<file path="src/rtl/rmq_pkg.sv">
`timescale 1ns / 1ps
// rmq_pkg: shared constants and types for the rotation matrix to quaternion core
// no dependencies

package rmq_pkg;

  localparam int FRAC_BITS_DEF = 16;
  localparam int DW            = 18;
  localparam int QB            = 18;
  localparam int LANES         = 3;
  localparam int DIFF_W        = DW + 1;

  localparam logic signed [DW-1:0] OUT_MAX = 18'sd131071;
  localparam logic [QB-1:0]        MAG_LIM = 18'd131072;

  typedef enum logic [1:0] {
    PICK_W = 2'd0,
    PICK_X = 2'd1,
    PICK_Y = 2'd2,
    PICK_Z = 2'd3
  } pick_e;

endpackage

</file>
<file path="src/rtl/rmq_div_cell.sv">
`timescale 1ns / 1ps
// rmq_div_cell: one quotient bit of three restoring division lanes sharing a divisor
// depends on rmq_pkg

module rmq_div_cell #(
  parameter int CW     = 56,
  parameter int DENW   = 19,
  parameter int BIT    = 0,
  parameter int SIDE_W = 1
) (
  input  logic                                    clk_i,
  input  logic                                    rst_ni,
  input  logic                                    en_i,
  input  logic                                    valid_i,
  input  logic [DENW-1:0]                         den_i,
  input  logic [rmq_pkg::LANES-1:0][CW-1:0]       rem_i,
  input  logic [rmq_pkg::LANES-1:0][rmq_pkg::QB-1:0] quo_i,
  input  logic [SIDE_W-1:0]                       side_i,
  output logic                                    valid_o,
  output logic [DENW-1:0]                         den_o,
  output logic [rmq_pkg::LANES-1:0][CW-1:0]       rem_o,
  output logic [rmq_pkg::LANES-1:0][rmq_pkg::QB-1:0] quo_o,
  output logic [SIDE_W-1:0]                       side_o
);

  logic [CW-1:0]                               trial;
  logic [rmq_pkg::LANES-1:0][CW-1:0]           rem_d;
  logic [rmq_pkg::LANES-1:0][rmq_pkg::QB-1:0]  quo_d;
  logic                                        valid_q;
  logic [DENW-1:0]                             den_q;
  logic [rmq_pkg::LANES-1:0][CW-1:0]           rem_q;
  logic [rmq_pkg::LANES-1:0][rmq_pkg::QB-1:0]  quo_q;
  logic [SIDE_W-1:0]                           side_q;

  always_comb begin
    trial = CW'(den_i) << BIT;
    for (int l = 0; l < rmq_pkg::LANES; l++) begin
      quo_d[l] = quo_i[l];
      if (rem_i[l] >= trial) begin
        rem_d[l]      = rem_i[l] - trial;
        quo_d[l][BIT] = 1'b1;
      end else begin
        rem_d[l]      = rem_i[l];
        quo_d[l][BIT] = 1'b0;
      end
    end
  end

  always_ff @(posedge clk_i or negedge rst_ni) begin
    if (!rst_ni) begin
      valid_q <= 1'b0;
    end else if (en_i) begin
      valid_q <= valid_i;
    end
  end

  always_ff @(posedge clk_i) begin
    if (en_i) begin
      den_q  <= den_i;
      rem_q  <= rem_d;
      quo_q  <= quo_d;
      side_q <= side_i;
    end
  end

  assign valid_o = valid_q;
  assign den_o   = den_q;
  assign rem_o   = rem_q;
  assign quo_o   = quo_q;
  assign side_o  = side_q;

endmodule

</file>
<file path="config.mk">
export PLATFORM = sky130hd
export DESIGN_NAME = rmq_div_cell
export DESIGN_NICKNAME = d
export VERILOG_FILES = /design/src/rtl/rmq_pkg.sv /design/src/rtl/rmq_div_cell.sv
export SDC_FILE = /design/constraint.sdc
export NUM_CORES = 1
export LEC_CHECK = 0
export ABC_AREA = 1
export BUFFER_PORTS_ARGS = -buffer_cell sky130_fd_sc_hd__buf_2
export CAP_MARGIN = 20
export CORE_MARGIN = 4
export CORE_UTILIZATION = 47
export CTS_CLUSTER_DIAMETER = 150
export DETAILED_ROUTE_END_ITERATION = 8
export PLACE_DENSITY_LB_ADDON = 0.3
export SKIP_LAST_GASP = 1
export SLEW_MARGIN = 0
export SYNTH_ARGS = -nofsm -noshare
export SYNTH_HDL_FRONTEND = slang
export SYNTH_SLANG_ARGS = --single-unit
</file>
<file path="constraint.sdc">
create_clock -name clk_i -period 2.03 [get_ports clk_i]
set_clock_uncertainty 0.05 [all_clocks]
set_input_delay 0.1015 -clock clk_i [delete_from_list [all_inputs] [get_ports clk_i]]
set_output_delay 0.1015 -clock clk_i [all_outputs]
set_load 0.05 [all_outputs]
</file>
==> impl_results.md <==
* Cell family with most CP delay: buffers and inverters
* Fin crit period at 2.067 ns
* Power Dens Cells at 646.3 nW/um2
* PnR worst setup slack at -0.03653 ns
* Synth warnings at 0
* Register area share after synthesis at 41.94%
* Combinational share of power at 35.2%
* TritonCTS clock tree: built
* Final WL at 79750 um
* Antenna violations before repair at 6
* Post-route ant nets at 0
* Largest net degree at the start of global routing at 59
* Clock Path Buffers at 3
* Number of setup violations in the final report at 13
* Tightest Pin Transition at 0.4515 ns
* Initial cell density of the core at 47.60%
* Die Y at 200.3 um
* Pre-CTS setup slack at -0.5195 ns
* Critical path class: in2reg
* Cell area after synthesis at 17390 um2
* Synth Area per Inst at 7.199 um2
* Ratio of cells with drive above 1 in the final layout at 29.33%
* Synth unique cells at 38
* Async SR Flop Fraction at 0.4115%
* Global Route Usage Sum at 37.35%
* DR vias/cell at 5.352
* WL per Instance at 19.77 um
* RSZ-0062 raised after global routing: true
* Slew HR at 69.67%
* Crit end category: flip-flop
* Most frequent CP cell: nor2_2
* Core Area at 36520 um2
* Failing checks: negative setup slack
* Total grt overflow at 0
* CP startpoint kind: input pin
* Ports at 489
* Vias in the first global route at 21030
* Clk slew on worst S/H paths at 0.07 ns
* Fin. max-slew vios at 0
* FF+latch count, synth at 243
* Status: finished, violations left
* Clk sinks at 243
* CTS Buf Count at 27
* Final number of hold-violating endpoints at 0
* Crit-path cells: dlygate4sd3_1 -> buf_2 -> nor2_2 -> nand2_1 -> nor2_2 -> nand2_1 -> nor2_2 -> o21ai_2 -> nor2_4 -> buf_12 -> clkbuf_16 -> o21ai_0
* Reg power frac at 36.4%
* Nets at 3846
* WP buf/inv at 4
* Clk pwr share at 28.4%
* Critical-path top delay cell: dlygate4sd3_1
* First-pass GRT wire length at 118500 um
* Number of synthesized flops with an enable pin at 242
* Drt pass-1 iters at 6
* Sw Share at 37.35%
* DR DRC count at 0
* Worst hold path class: in2reg
* Detail Placement HPWL at 60750 um
* Post-synthesis cell count at 2415
* Sw power at 6.502 mW
* Crit-path max cell delay at 0.54 ns
* RD Place Congestion at 1.024
* Worst-path fanout max at 14
* Skew-Pair Late Insertion Delay at 0.57 ns
* Row cnt at 70
* H-tree depth at 1
* Syn Nets at 2721
* Worst IR Drop VDD at 0.0006329 V
* Internal at 10.91 mW
* Placed cell areas at 23380 um2
* Predominant post-synthesis flop cell: edfxtp_1
* Buffers on Ports at 485
* Tcrit/Tclk final at 101.8%
* Fmax at 483.9 MHz
* CP Data Required Time at 2.29 ns
* Max-cap violations at 0
* Vias at 21590
* Die Wd at 200.3 um
* Initial drt markers at 2226
* Leakage power at 12.81 nW
* Data arrival, critical path at 2.33 ns
* CTS root buffer: clkbuf_16
* P&R area growth vs syn at 54.93%
* Design Area, Final at 26940 um2
* Total Die Area at 40130 um2
kinds of logic after synthesis:
group | after synthesis | share of synthesized area, %
xor gates and xnor gates | 56 | 2.821
DFF | 243 | 41.94
buffers and inverters | 372 | 8.471
and+or+nand+nor | 1479 | 35.70
muxes | 1 | 0.06477
adders and majority gates | 60 | 4.448
AOI/OAI and AO/OA | 204 | 6.556
cell usage after synthesis (2+ instances only):
master / instances / share of area [%]
o21bai_1: 5 / 0.22
nor2_4: 5 / 0.32
inv_1: 345 / 7.4
a21oi_1: 87 / 2.5
clkinv_1: 3 / 0.065
and2_1: 7 / 0.25
buf_4: 6 / 0.26
nand3b_1: 38 / 1.6
edfxtp_1: 242 / 42
a21oi_2: 20 / 1.0
buf_2: 7 / 0.20
nor3_1: 24 / 0.69
buf_8: 2 / 0.17
buf_6: 3 / 0.19
xor2_1: 18 / 0.91
o21ai_0: 62 / 1.8
inv_2: 6 / 0.13
nand4_1: 45 / 1.6
nand3_2: 4 / 0.23
nor2_2: 29 / 1.0
or2_2: 3 / 0.11
nand3_1: 145 / 4.2
and3_1: 2 / 0.072
ha_1: 57 / 4.1
nor2_1: 330 / 7.1
xnor2_1: 38 / 1.9
nand2_1: 844 / 18
o21ai_2: 3 / 0.15
o21ai_1: 23 / 0.66
fa_1: 3 / 0.35
o211ai_1: 2 / 0.086
sequential cells by signal, indices dropped and copies added (netlist names):
signal,cells
quo_o,54
side_o,1
den_o,19
rem_o,168
valid_o,1
metal layers:
layer	up-vias	share of wire (%)	GRT usage [%]
met5	-	0.059	0
met4	8	4.9	14.75
met3	257	10	7.544
met2	1366	46	63.29
met1	9901	38	47.21
li1	10050	-	-
tightest hold or removal path: cells and delay by family:
kind / cells / cell delay, ns
AND/OR/NAND/NOR: 1 / 0.07
AO/OA/AOI/OAI: 1 / 0.05
buffers and inverters: 2 / 0.27
per-stage QoR:
| stage | utilization (%) | power, mW | hold WS (ns) | TNS (ns) | instances |
|---|---|---|---|---|---|
| CTS | 72.86 | 17.20 | 0.002486 | 0 | 4024 |
| finish | 73.75 | 17.41 | 0.03972 | -0.1916 | 4033 |
| global placement | 64.01 | 11.91 | -0.1734 | -52.14 | 3738 |
| floorplan | - | 9.600 | -0.2441 | 0 | 2415 |
| global route | 73.72 | 18.02 | 0.02045 | -0.7802 | 4029 |
| detailed placement | 64.01 | 11.97 | -0.1724 | -62.76 | 3738 |
placed cells by master (no fill, tap or decap), types with 47 or more instances in the layout:
cell type      netlist  final
nand2_1            844    836
inv_1              345    342
o21ai_0             62     59
nand3_1            145    144
ha_1                57     53
buf_2                7    480
buf_4                6    372
dlygate4sd3_1        0    235
a21oi_1             87     78
edfxtp_1           242    242
nor2_2              29     47
nor2_1             330    309
power groups by stage:
stage          clock network (mW)  registers (mW)  logic (mW)
2_1_floorplan                   0            8.14        1.46
3_3_place_gp                    0            6.41        5.50
3_5_place_dp                    0            6.41        5.56
4_1_cts                      4.94            6.32        5.94
5_1_grt                      5.21            6.37        6.44
6_report                     4.95            6.34        6.12
what timing repair did:
item | 4_1_cts | 5_1_grt
hold endpoints to repair | 265 | 0
setup endpoints to repair | 0 | 125
buffers inserted | 0 | 7
hold buffers | 237 | 0
gates resized for setup | 0 | 66
final timing paths:
| kind | startpoint | end | slack, ns | cells after the start |
|---|---|---|---|---|
| min reg2reg | valid_o | valid_o | 0.47 | 1 |
| max reg2reg | valid_o | valid_o | 1.23 | 1 |
| max in group asynchronous | rst_ni | valid_o | 1.48 | 3 |
| min in group asynchronous | rst_ni | valid_o | 0.34 | 3 |
| min | rem_i[100] | rem_o[100] | 0.04 | 4 |
| max | rem_i[90] | rem_o[69] | -0.04 | 12 |
final cells by class:
cell class	count	area [um2]
multi-input cells	1800	8802
flip-flops and latches	243	7292
well taps	468	585.6
repair buffers	1114	8043
diodes	5	12.51
fillers	2821	9587
clock inverters	20	177.7
clock buffers	29	683.2
inverters	354	1340
(Power assumes the default switching activity.)
