===== src/rtl/rmq_sqrt_cell.sv =====
`timescale 1ns / 1ps
// rmq_sqrt_cell: one root bit of a pipelined integer square root
// no package dependencies

module rmq_sqrt_cell #(
  parameter int SW     = 18,
  parameter int SIDE_W = 1
) (
  input  logic              clk_i,
  input  logic              rst_ni,
  input  logic              en_i,
  input  logic              valid_i,
  input  logic [2*SW-1:0]   op_i,
  input  logic [SW+1:0]     rem_i,
  input  logic [SW-1:0]     root_i,
  input  logic [SIDE_W-1:0] side_i,
  output logic              valid_o,
  output logic [2*SW-1:0]   op_o,
  output logic [SW+1:0]     rem_o,
  output logic [SW-1:0]     root_o,
  output logic [SIDE_W-1:0] side_o
);

  logic [SW+3:0]   rem_sh;
  logic [SW+3:0]   trial;
  logic            ge;
  logic [SW+3:0]   rem_nx;
  logic [2*SW-1:0] op_d;
  logic [SW+1:0]   rem_d;
  logic [SW-1:0]   root_d;
  logic            valid_q;
  logic [2*SW-1:0] op_q;
  logic [SW+1:0]   rem_q;
  logic [SW-1:0]   root_q;
  logic [SIDE_W-1:0] side_q;

  always_comb begin
    rem_sh = {rem_i, op_i[2*SW-1 -: 2]};
    trial  = {2'b00, root_i, 2'b01};
    ge     = rem_sh >= trial;
    rem_nx = ge ? rem_sh - trial : rem_sh;
    rem_d  = rem_nx[SW+1:0];
    root_d = {root_i[SW-2:0], ge};
    op_d   = {op_i[2*SW-3:0], 2'b00};
  end

  always_ff @(posedge clk_i or negedge rst_ni) begin
    if (!rst_ni) begin
      valid_q <= 1'b0;
    end else if (en_i) begin
      valid_q <= valid_i;
    end
  end

  always_ff @(posedge clk_i) begin
    if (en_i) begin
      op_q   <= op_d;
      rem_q  <= rem_d;
      root_q <= root_d;
      side_q <= side_i;
    end
  end

  assign valid_o = valid_q;
  assign op_o    = op_q;
  assign rem_o   = rem_q;
  assign root_o  = root_q;
  assign side_o  = side_q;

endmodule


===== config.mk =====
export PLATFORM = sky130hd
export DESIGN_NAME = rmq_sqrt_cell
export DESIGN_NICKNAME = d
export VERILOG_FILES = /design/src/rtl/rmq_sqrt_cell.sv
export SDC_FILE = /design/constraint.sdc
export NUM_CORES = 1
export LEC_CHECK = 0
export ABC_AREA = 1
export ABC_CLOCK_PERIOD_IN_PS = 1100
export BUFFER_PORTS_ARGS = -buffer_cell sky130_fd_sc_hd__buf_2
export CAP_MARGIN = 20
export CORE_MARGIN = 2
export CORE_UTILIZATION = 52
export CTS_BUF_LIST = sky130_fd_sc_hd__clkbuf_16
export DETAILED_ROUTE_END_ITERATION = 6
export MAX_ROUTING_LAYER = met4
export PLACE_DENSITY = 0.85
export SETUP_SLACK_MARGIN = 0.02
export SLEW_MARGIN = 0
export SYNTH_ARGS = -nofsm -noshare
export SYNTH_HDL_FRONTEND = slang
export SYNTH_SLANG_ARGS = --single-unit

===== constraint.sdc =====
create_clock -name clk_i -period 1.1 [get_ports clk_i]
set_input_delay 0.165 -clock clk_i [delete_from_list [all_inputs] [get_ports clk_i]]
set_output_delay 0.165 -clock clk_i [all_outputs]
set_load 0.01 [all_outputs]

==> results of run 1 <==
layout make-up:
cell class	count	area [um^2]
Multi-Input combinational cell	263	1950
Clock inverter	7	141
Tap cell	99	124
Timing Repair Buffer	230	1570
Inverter	63	302
Sequential cell	74	2220
Fill cell	267	648
Timing Repair inverter	3	38.8
Clock buffer	9	225
Yosys cell counts, drive strengths merged:
cell	instances
nand2	148
o21ai	3
and2	1
edfxtp	73
nand3	26
buf	5
dfrtp	1
mux2	1
o21bai	2
inv	63
nand4	2
ha	20
xor2	7
xnor2	2
nor2	24
nand3b	4
nor3	3
a21oi	17
conb	1
routing by layer:
| metal | GRT usage [%] | vias up |
|---|---|---|
| met5 | - | - |
| met4 | 13.7 | 0 |
| met3 | 6.62 | 126 |
| met2 | 62.1 | 417 |
| met1 | 37.6 | 1950 |
| li1 | - | 1798 |
sequential cells by signal, summed over array words and instances (netlist names):
| register | flops |
|---|---|
| valid_o | 1 |
| op_o | 34 |
| rem_o | 20 |
| side_o | 1 |
| root_o | 18 |
power breakdown:
group / switching [mW] / internal [mW] / total, mW / leakage (nW)
clock: 1.22 / 2.45 / 3.67 / 0.181
combinational: 1.47 / 1.14 / 2.62 / 2.28
sequential: 0.0885 / 3.44 / 3.52 / 0.726
path summary, 6_finish.rpt:
path | slack, ns | to | depth (start not counted) | startpoint
worst max register to register | 0.34 | valid_o | 1 | valid_o
max in group asynchronous | 0.87 | valid_o | 2 | rst_ni
worst min-delay path | 0.004 | op_o[24] | 1 | op_i[22]
worst min register to register | 0.53 | valid_o | 1 | valid_o
worst max-delay path | -0.55 | rem_o[12] | 12 | rem_i[5]
min in group asynchronous | 0.15 | valid_o | 2 | rst_ni
cells by family after synthesis:
family / count (synthesis) / share of synthesized area, %
AO/OA/AOI/OAI: 22 / 3.09
XOR/XNOR: 9 / 2.05
adder cells (fa/ha/maj): 20 / 6.51
buffers and inverters: 68 / 7.39
flip-flops: 74 / 57.7
multiplexers: 1 / 0.293
other: 1 / 0.0976
AND/OR/NAND/NOR: 208 / 22.9
what timing repair did:
item                       in CTS  in global routing
hold endpoints to repair        1                  0
setup endpoints to repair      21                 23
pin swaps                      50                 14
gates resized for setup       112                 32
gates cloned                    3                  2
buffers inserted               14                  4
hold buffers                    1                  0
==> flow_summary.json, run 1 <==
{
  "tritoncts.num_buffers": 9,
  "grt_start_max_net_pins": 51,
  "worst_ep_arrival_time_ns": 1.74,
  "tritoncts_num_sinks": 74,
  "critical_path_class": "primary input to register",
  "finalHoldViolations": 0,
  "final-instance-count-excl-fill": 748,
  "final.period_utilization_pct": 150,
  "synthesis.area_um2": 3840,
  "die_y_um": 90.0,
  "crit_top_cell": "sky130_fd_sc_hd__nand2_1",
  "port_buffers": 152,
  "max_cap_violations": 0,
  "drtAntennaViolNets": 0,
  "synth_top_cell_area_share_pct": 57.0,
  "clock_path_buffers": 2,
  "fin_worst_skew_ns": 0,
  "p_leak_nw": 3.19,
  "cts_root_buf": "sky130_fd_sc_hd__clkbuf_16",
  "max_clock_freq_mhz": 605,
  "number_of_antenna_violations_at_the_first_check_in_global_routing": 0,
  "clock_tree_from_tritoncts": "yes",
  "most_common_library_cell_in_the_layout_ignoring_fill_and_taps": "sky130_fd_sc_hd__buf_2",
  "route.top_layer_used": "met4",
  "dpl.cell_count": 708,
  "grt_first_pass_wirelength_mm": 20.9,
  "most-common-layout-cells": "132 x sky130_fd_sc_hd__buf_2, 88 x sky130_fd_sc_hd__nand2_1, 73 x sky130_fd_sc_hd__edfxtp_1",
  "num_rows": 31,
  "finalInstanceArea_um2": 6570,
  "first_iter_violations": 479,
  "worstPathMaxFanout": 4,
  "synth_top_cells_by_area": "sky130_fd_sc_hd__edfxtp_1 57%, sky130_fd_sc_hd__nand2_1 13%, sky130_fd_sc_hd__ha_1 6.5%, sky130_fd_sc_hd__inv_1 6.1%, sky130_fd_sc_hd__nand3_1 3.3%",
  "setup.worst_path.end_class": "register",
  "area.growth.synth_to_final_pct": 70.8,
  "wirelength_met1_mm": 5.40,
  "worst_skew_pair.late_latency_ns": 0.33,
  "detail_route.vias_per_cell": 5.74,
  "die_area_um2": 8100,
  "first_global_vias": 4033,
  "floorplan.initialDensity_pct": 53.3,
  "cpPeakStageDelay_ns": 0.26,
  "gp_congestion": 0.917,
  "path_buf_inv": 3,
  "power.density_cell_area_nw_per_um2": 1490,
  "period_minus_slack_ns": 1.65,
  "critical_path_slowest_stage_cell": "sky130_fd_sc_hd__ha_4",
  "finish.utilization_pct": 91.0,
  "post-route-worst-setup-slack_ns": -0.552,
  "synth-seq-area-share_pct": 57.7,
  "globalRoute.totalOverflow": 0,
  "final_net_count": 743,
  "design.portCount": 155,
  "cts_max_level": 3,
  "final.hold.worst_slack_ns": 0.00408,
  "firstDrtPassIters": 7,
  "cp_data_required_time_ns": 1.18,
  "drc_errors": 0,
  "detail_route.wirelength_mm": 15.9,
  "violations_in_the_final_reports": "setup timing",
  "place_hpwl_mm": 7.71,
  "dpl_cell_area_um2": 5480,
  "slew_viol_final": 0,
  "cts.clk_slew.worst_paths_ns": 0.07,
  "chipWidth_um": 90.0,
  "cpLargestDelayFamily": "simple AND/OR/NAND/NOR gates",
  "fin_tns_setup_ns": -9.80,
  "wl_met2_mm": 7.73,
  "power.total_mw": 9.81,
  "path_cells": "buf_6, ha_4, nand2_2, nand2_2, buf_4, buf_4, nor2_1, nand2_1, nand2_1, nand3b_1, nand3_2, nand2_1",
  "report.final.setup_viol": 22,
  "syn_inst": 403,
  "detail_route.wl_per_cell_um": 21.3,
  "placeableCoreArea_um2": 7210,
  "ir_drop_v": 0.000870,
  "min-delay-path-class": "primary input to register",
  "synth_area_leader_cell": "sky130_fd_sc_hd__edfxtp_1",
  "rsz0062_at_grt": "true",
  "dr_total_vias": 4291,
  "run_status": "complete, but fails checks",
  "setup.worst_path.start_class": "primary input",
  "diodes": 0,
  "ys_ff_latch": 74,
  "post_route_cells_drive_above_1_share_pct": 58.2,
  "netlist-cell-type-count": 25,
  "synthesis.area_per_instance_um2": 9.54,
  "yosys_warnings": 0,
  "pre_cts_slack_ns": -0.789,
  "met3WireLength_mm": 1.66,
  "grtUsageTotal_pct": 34.4
}
Note: power is estimated with default switching activity, not from simulation.
==> run 2: changes to the inputs <==
--- a/config.mk
+++ b/config.mk
@@ -5,7 +5,6 @@
 export SDC_FILE = /design/constraint.sdc
 export NUM_CORES = 1
 export LEC_CHECK = 0
-export ABC_AREA = 1
 export ABC_CLOCK_PERIOD_IN_PS = 1100
 export BUFFER_PORTS_ARGS = -buffer_cell sky130_fd_sc_hd__buf_2
 export CAP_MARGIN = 20
@@ -14,7 +13,7 @@
 export CTS_BUF_LIST = sky130_fd_sc_hd__clkbuf_16
 export DETAILED_ROUTE_END_ITERATION = 6
 export MAX_ROUTING_LAYER = met4
-export PLACE_DENSITY = 0.85
+export PLACE_DENSITY = 0.86
 export SETUP_SLACK_MARGIN = 0.02
 export SLEW_MARGIN = 0
 export SYNTH_ARGS = -nofsm -noshare
==> flow_summary.json, run 2 <==
{
  "worstPathMaxFanout": 3,
  "port_buffers": 152,
  "multi_input_area_um2": 1630,
  "synthesis.area_per_instance_um2": 13.7,
  "synth_top_cell_area_share_pct": 59.6,
  "worst_ep_arrival_time_ns": 2.38,
  "pre_cts_slack_ns": -1.33,
  "power.density_cell_area_nw_per_um2": 1630,
  "cts_root_buf": "sky130_fd_sc_hd__clkbuf_16",
  "slew_viol_final": 0,
  "synth-seq-area-share_pct": 60.2,
  "number_of_antenna_violations_at_the_first_check_in_global_routing": 0,
  "number_of_fill_cells": 276,
  "detail_route.wl_per_cell_um": 27.3,
  "largest_register_ffs": 34,
  "post_synth_and_or_nand_nor_area_fraction_pct": 6.42,
  "detail_route.wirelength_mm": 17.2,
  "dpl.cell_count": 583,
  "synthXorXnorAreaFrac_pct": 4.28,
  "largest_family_of_logic_cells_by_synthesized_area": "compound AO/OA/AOI/OAI gates",
  "minimum_setup_slack_among_reg_to_reg_paths_ns": 0.32,
  "wirelength_met1_mm": 5.52,
  "critical_r2r_launch": "valid_o",
  "seq_area_um2": 2220,
  "tritoncts.num_buffers": 9,
  "yosys_warnings": 0,
  "firstDrtPassIters": 6,
  "drtAntennaViolNets": 0,
  "async_flop_share_pct": 1.35,
  "critical_path_slowest_stage_cell": "sky130_fd_sc_hd__o31ai_4",
  "worstReg2RegEnd": "valid_o",
  "final.hold.worst_slack_ns": -0.00230,
  "gp_congestion": 0.838,
  "period_minus_slack_ns": 2.29,
  "area.growth.synth_to_final_pct": 68.8,
  "final-instance-count-excl-fill": 630,
  "most_common_library_cell_in_the_layout_ignoring_fill_and_taps": "sky130_fd_sc_hd__buf_2",
  "finalHoldViolations": 2,
  "report.final.setup_viol": 28,
  "min-delay-path-class": "primary input to register",
  "cpPeakStageDelay_ns": 0.45,
  "die_y_um": 88.1,
  "path_cells": "buf_6, inv_2, ha_4, buf_6, buf_4, a21oi_2, inv_1, o31ai_4, o21ai_0, xor2_1, mux2_4",
  "final_net_count": 626,
  "fin_worst_skew_ns": 0,
  "synth_area_leader_cell": "sky130_fd_sc_hd__edfxtp_1",
  "place_hpwl_mm": 7.34,
  "cts.clk_slew.worst_paths_ns": 0.06,
  "timing.hold.worst_endpoint": "op_o[29]",
  "dpl_cell_area_um2": 5180,
  "route.top_layer_used": "met4",
  "hold_path.startpoint": "op_i[27]",
  "tritoncts_num_sinks": 74,
  "cts_max_level": 3,
  "clock_path_buffers": 2,
  "post-route-worst-setup-slack_ns": -1.19,
  "path_buf_inv": 5,
  "wl_met2_mm": 7.99,
  "most-common-layout-cells": "133 x sky130_fd_sc_hd__buf_2, 88 x sky130_fd_sc_hd__buf_4, 73 x sky130_fd_sc_hd__edfxtp_1",
  "dr_total_vias": 3969,
  "violations_in_the_final_reports": "hold timing, setup timing",
  "netlist-cell-type-count": 44,
  "grt_start_max_net_pins": 17,
  "setup.worst_path.end_class": "register",
  "synth_commonest_cells": "73 x sky130_fd_sc_hd__edfxtp_1, 27 x sky130_fd_sc_hd__inv_1, 20 x sky130_fd_sc_hd__ha_1",
  "clock_tree_from_tritoncts": "yes",
  "grt_first_pass_wirelength_mm": 19.5,
  "synth.most_common_cell": "sky130_fd_sc_hd__edfxtp_1",
  "worst_skew_pair.late_latency_ns": 0.34,
  "finalInstanceArea_um2": 6210,
  "ys_ff_latch": 74,
  "detail_route.vias_per_cell": 6.30,
  "synth_top_cells_by_area": "sky130_fd_sc_hd__edfxtp_1 60%, sky130_fd_sc_hd__mux2_4 6.9%, sky130_fd_sc_hd__ha_1 6.8%, sky130_fd_sc_hd__inv_1 2.8%, sky130_fd_sc_hd__xnor2_1 2.1%",
  "max_clock_freq_mhz": 436,
  "crit_top_cell": "sky130_fd_sc_hd__buf_6",
  "cp_data_required_time_ns": 1.19,
  "synth_enable_flop_cells": 73,
  "chipWidth_um": 88.1,
  "worst-r2r-cell-count": 1,
  "synth_adder_area_share_pct": 6.80,
  "final.period_utilization_pct": 209,
  "ir_drop_v": 0.00104,
  "critical_path_class": "primary input to register",
  "max_cap_violations": 0,
  "floorplan.initialDensity_pct": 53.9,
  "synth-compound-area-share_pct": 9.89,
  "placeableCoreArea_um2": 6830,
  "p_leak_nw": 2.78,
  "setup.worst_path.start_class": "primary input",
  "whs_path_depth": 1,
  "postSynth.topFlopCell": "sky130_fd_sc_hd__edfxtp_1",
  "globalRoute.totalOverflow": 0,
  "num_rows": 30,
  "synthesis.area_um2": 3680,
  "first_iter_violations": 495,
  "first_global_vias": 3602,
  "syn_inst": 269,
  "grtUsageTotal_pct": 35.8,
  "met3WireLength_mm": 2.10,
  "muxShareOfSynthArea_pct": 8.09,
  "drc_errors": 0,
  "run_status": "complete, but fails checks",
  "design.portCount": 155,
  "cpLargestDelayFamily": "compound AO/OA/AOI/OAI gates",
  "die_area_um2": 7770,
  "post_route_cells_drive_above_1_share_pct": 63.0,
  "rsz0062_at_grt": "true"
}
[run 2: cell types whose count changed after synthesis, sizes merged, moves of 7 or more]
cell   before  now
nor2       24   12
nand3      26    6
xnor2       2    9
nand2     148   10
inv        63   27
mux2        1   19
[run 2: final cells by class]
| cell class | instances | share of cell area [%] |
|---|---|---|
| flip-flops and latches | 74 | 35.7 |
| repair buffers | 252 | 28.3 |
| multi-input cells | 163 | 26.2 |
| clock buffers | 9 | 3.62 |
| clock inverters | 7 | 2.28 |
| inverters | 27 | 1.95 |
| well taps | 96 | 1.93 |
| diodes | 2 | 0.0805 |
[run 2: report_power, final]
| part | internal (mW) | switching (mW) | total, mW | leakage (nW) |
|---|---|---|---|---|
| sequential | 3.47 | 0.127 | 3.59 | 0.726 |
| combinational | 1.38 | 1.41 | 2.79 | 1.88 |
| clock | 2.45 | 1.31 | 3.76 | 0.181 |
| total | 7.30 | 2.85 | 10.2 | 2.78 |
[run 2: what timing repair did]
| action | CTS | global route |
|---|---|---|
| buffers inserted | 11 | 14 |
| hold buffers | 2 | 1 |
| pin swaps | 2 | 17 |
| setup endpoints to repair | 22 | 23 |
| gates resized for setup | 46 | 47 |
| hold endpoints to repair | 2 | 1 |
| cloned | 2 | 0 |
[run 2: worst max path at each step]
stage | startpoint | endpoint | cells past startpoint
floorplan | root_i[14] | rem_o[10] | 10
global placement | root_i[7] | rem_o[19] | 10
detailed placement | root_i[7] | rem_o[19] | 10
CTS | root_i[10] | rem_o[11] | 11
global route | root_i[6] | rem_o[11] | 11
finish | root_i[6] | rem_o[11] | 11
[run 2: per-layer routing]
| layer | vias up | global-route usage [%] |
|---|---|---|
| met1 | 1838 | 38.7 |
| met3 | 175 | 9.24 |
| met2 | 424 | 60.4 |
| met5 | - | - |
| li1 | 1532 | - |
| met4 | 0 | 19.1 |
[run 2: kinds of logic (layout without fill, tap and decap cells)]
group                      after synthesis  in the layout
DFF                                     74             74
AOI/OAI and AO/OA                       54             54
and+or+nand+nor                         48             48
buffers and inverters                   33            295
muxes                                   21             21
adders and majority gates               20             20
xor gates and xnor gates                18             18
other                                    1              4
[run 2: per-stage QoR]
stage,util (%),setup TNS [ns],power (mW)
6_report,91.0,-21.35,10.2
5_1_grt,90.9,-22.11,10.3
4_1_cts,86.5,-18.57,9.54
3_5_place_dp,75.9,-26.83,5.63
3_3_place_gp,75.9,-26.72,5.56
2_1_floorplan,-,-22.59,4.68
==> run 3: changes to the inputs <==
--- a/config.mk
+++ b/config.mk
@@ -5,15 +5,17 @@
 export SDC_FILE = /design/constraint.sdc
 export NUM_CORES = 1
 export LEC_CHECK = 0
-export ABC_CLOCK_PERIOD_IN_PS = 1100
+export ABC_CLOCK_PERIOD_IN_PS = 2000
 export BUFFER_PORTS_ARGS = -buffer_cell sky130_fd_sc_hd__buf_2
 export CAP_MARGIN = 20
+export CORE_ASPECT_RATIO = 0.6
 export CORE_MARGIN = 2
-export CORE_UTILIZATION = 52
+export CORE_UTILIZATION = 43
 export CTS_BUF_LIST = sky130_fd_sc_hd__clkbuf_16
 export DETAILED_ROUTE_END_ITERATION = 6
 export MAX_ROUTING_LAYER = met4
-export PLACE_DENSITY = 0.86
+export PLACE_DENSITY = 0.76
+export RECOVER_POWER = 50
 export SETUP_SLACK_MARGIN = 0.02
 export SLEW_MARGIN = 0
 export SYNTH_ARGS = -nofsm -noshare
==> constraint.sdc (replaced) <==
create_clock -name clk_i -period 2 [get_ports clk_i]
set_input_delay 0.3 -clock clk_i [delete_from_list [all_inputs] [get_ports clk_i]]
set_output_delay 0.3 -clock clk_i [all_outputs]
set_load 0.01 [all_outputs]
==> flow_summary.json, run 3 (same netlist as run 2, synthesis figures left out) <==
{
  "power.internal_mw": 3.69,
  "first_global_vias": 3064,
  "port_buffers": 152,
  "gp_congestion": 0.890,
  "grtUsageTotal_pct": 22.1,
  "period_minus_slack_ns": 2.16,
  "tritoncts_num_sinks": 74,
  "detail_route.wirelength_mm": 10.4,
  "cts_root_buf": "sky130_fd_sc_hd__clkbuf_16",
  "firstDrtPassIters": 5,
  "globalRoute.totalOverflow": 0,
  "final_net_count": 621,
  "floorplan.initialDensity_pct": 43.7,
  "report.final.setup_viol": 20,
  "post-route-worst-setup-slack_ns": -0.159,
  "post_route_cells_drive_above_1_share_pct": 61.5,
  "dr_total_vias": 3156,
  "drtAntennaViolNets": 0,
  "diodes": 0,
  "hold_path.startpoint": "op_i[0]",
  "fraction_of_power_consumed_by_sequential_logic_pct": 39.2,
  "startpoint": "root_i[14]",
  "critical_path_slowest_stage_cell": "sky130_fd_sc_hd__a221o_1",
  "setup.worst_path.start_class": "primary input",
  "tritoncts.num_buffers": 9,
  "ir_drop_v": 0.000438,
  "place_hpwl_mm": 7.49,
  "critical_r2r_launch": "valid_o",
  "setup.worst_path.end_class": "register",
  "net-switching-power_mw": 1.28,
  "clock_path_buffers": 2,
  "whs_path_depth": 1,
  "number_of_antenna_violations_at_the_first_check_in_global_routing": 0,
  "max_clock_freq_mhz": 463,
  "worst_ep_arrival_time_ns": 2.24,
  "first_iter_violations": 182,
  "seq_area_um2": 2220,
  "dpl_cell_area_um2": 5220,
  "detail_route.vias_per_cell": 4.94,
  "worst_skew_pair.late_latency_ns": 0.33,
  "path_buf_inv": 3,
  "power.total_mw": 4.97,
  "largest_register_ffs": 34,
  "grt_start_max_net_pins": 31,
  "finalHoldViolations": 0,
  "minimum_setup_slack_among_reg_to_reg_paths_ns": 1.22,
  "cpPeakStageDelay_ns": 0.36,
  "area.growth.synth_to_final_pct": 62.2,
  "clock_tree_from_tritoncts": "yes",
  "detail_route.wl_per_cell_um": 16.2,
  "min-delay-path-class": "primary input to register",
  "rsz0062_at_grt": "true",
  "die_y_um": 75.7,
  "grt_first_pass_wirelength_mm": 14.7,
  "final.period_utilization_pct": 108,
  "multi_input_area_um2": 1560,
  "p_clk_share_pct": 34.9,
  "cp_data_required_time_ns": 2.09,
  "share_comb_of_total_power_pct": 25.9,
  "power.share.switching_pct": 25.7,
  "timing.hold.worst_endpoint": "op_o[2]",
  "chipWidth_um": 123,
  "power.density_cell_area_nw_per_um2": 833,
  "number_of_fill_cells": 576,
  "finalInstanceArea_um2": 5970,
  "cpLargestDelayFamily": "compound AO/OA/AOI/OAI gates",
  "max_cap_violations": 0,
  "worstPathMaxFanout": 7,
  "path_cells": "buf_12, inv_12, ha_4, and2_4, a221o_1, a21oi_2, o31ai_4, o211ai_2, buf_6, mux2_4",
  "fin_worst_skew_ns": 0,
  "placeableCoreArea_um2": 8430,
  "cts_max_level": 3,
  "die_area_um2": 9340,
  "most-common-layout-cells": "138 x sky130_fd_sc_hd__buf_2, 89 x sky130_fd_sc_hd__buf_4, 73 x sky130_fd_sc_hd__edfxtp_1",
  "critical_path_class": "primary input to register",
  "worstReg2RegEnd": "valid_o",
  "drc_errors": 0,
  "most_common_library_cell_in_the_layout_ignoring_fill_and_taps": "sky130_fd_sc_hd__buf_2",
  "num_rows": 26,
  "run_status": "complete, but fails checks",
  "cts.clk_slew.worst_paths_ns": 0.06,
  "violations_in_the_final_reports": "setup timing",
  "worst-r2r-cell-count": 1,
  "design.portCount": 155,
  "slew_viol_final": 0,
  "p_leak_nw": 2.69,
  "pre_cts_slack_ns": -0.579
}
run 3: per-stage QoR:
stage,TNS [ns],util [%],hold WS (ns),cells
3_5_place_dp,-11.05,61.9,0.0857,606
5_1_grt,-3.97,70.9,0.126,639
4_1_cts,-1.80,69.2,0.125,636
3_3_place_gp,-10.33,61.9,0.0742,606
2_1_floorplan,-6.52,-,0.00441,270
6_report,-2.75,70.9,0.136,639
run 3: cell type report:
type                    count  share of cell area, %
well taps                 112                   2.35
flip-flops and latches     74                   37.1
repair buffers            247                   26.9
inverters                  27                   2.07
clock inverters             7                   1.57
clock buffers               9                   3.77
multi-input cells         163                   26.2
run 3: how the worst max path moves through the flow:
| stage | depth (start not counted) | end | slack [ns] |
|---|---|---|---|
| after global routing | 10 | rem_o[10] | -0.22 |
| after floorplan | 10 | rem_o[10] | -0.35 |
| after CTS | 9 | rem_o[17] | -0.11 |
| after detailed placement | 11 | rem_o[17] | -0.58 |
| after global placement | 11 | rem_o[12] | -0.53 |
| final | 10 | rem_o[10] | -0.16 |
run 3: routing by layer:
metal / vias to the layer above / share of wire, % / GRT usage [%]
li1: 1518 / - / -
met1: 1484 / 44 / 26.6
met2: 144 / 48 / 36.9
met3: 10 / 7.8 / 6.29
met4: 0 / 0.73 / 6.19
met5: - / 0 / -
run 3: repair_timing:
action                                  in CTS  in global routing
pin swaps                                   14                 13
gates resized for setup                     40                 29
endpoints found under the setup margin      20                 21
endpoints found under the hold margin        1                  0
setup buffers                               13                  3
hold buffers                                 1                  0
run 3: power by group through the flow:
stage,clock [mW],combinational (mW),sequential (mW)
after detailed placement,0,1.13,1.98
after CTS,1.77,1.23,1.95
after floorplan,0,0.506,2.07
after global placement,0,1.10,1.97
after global routing,1.82,1.38,1.97
final,1.74,1.29,1.95
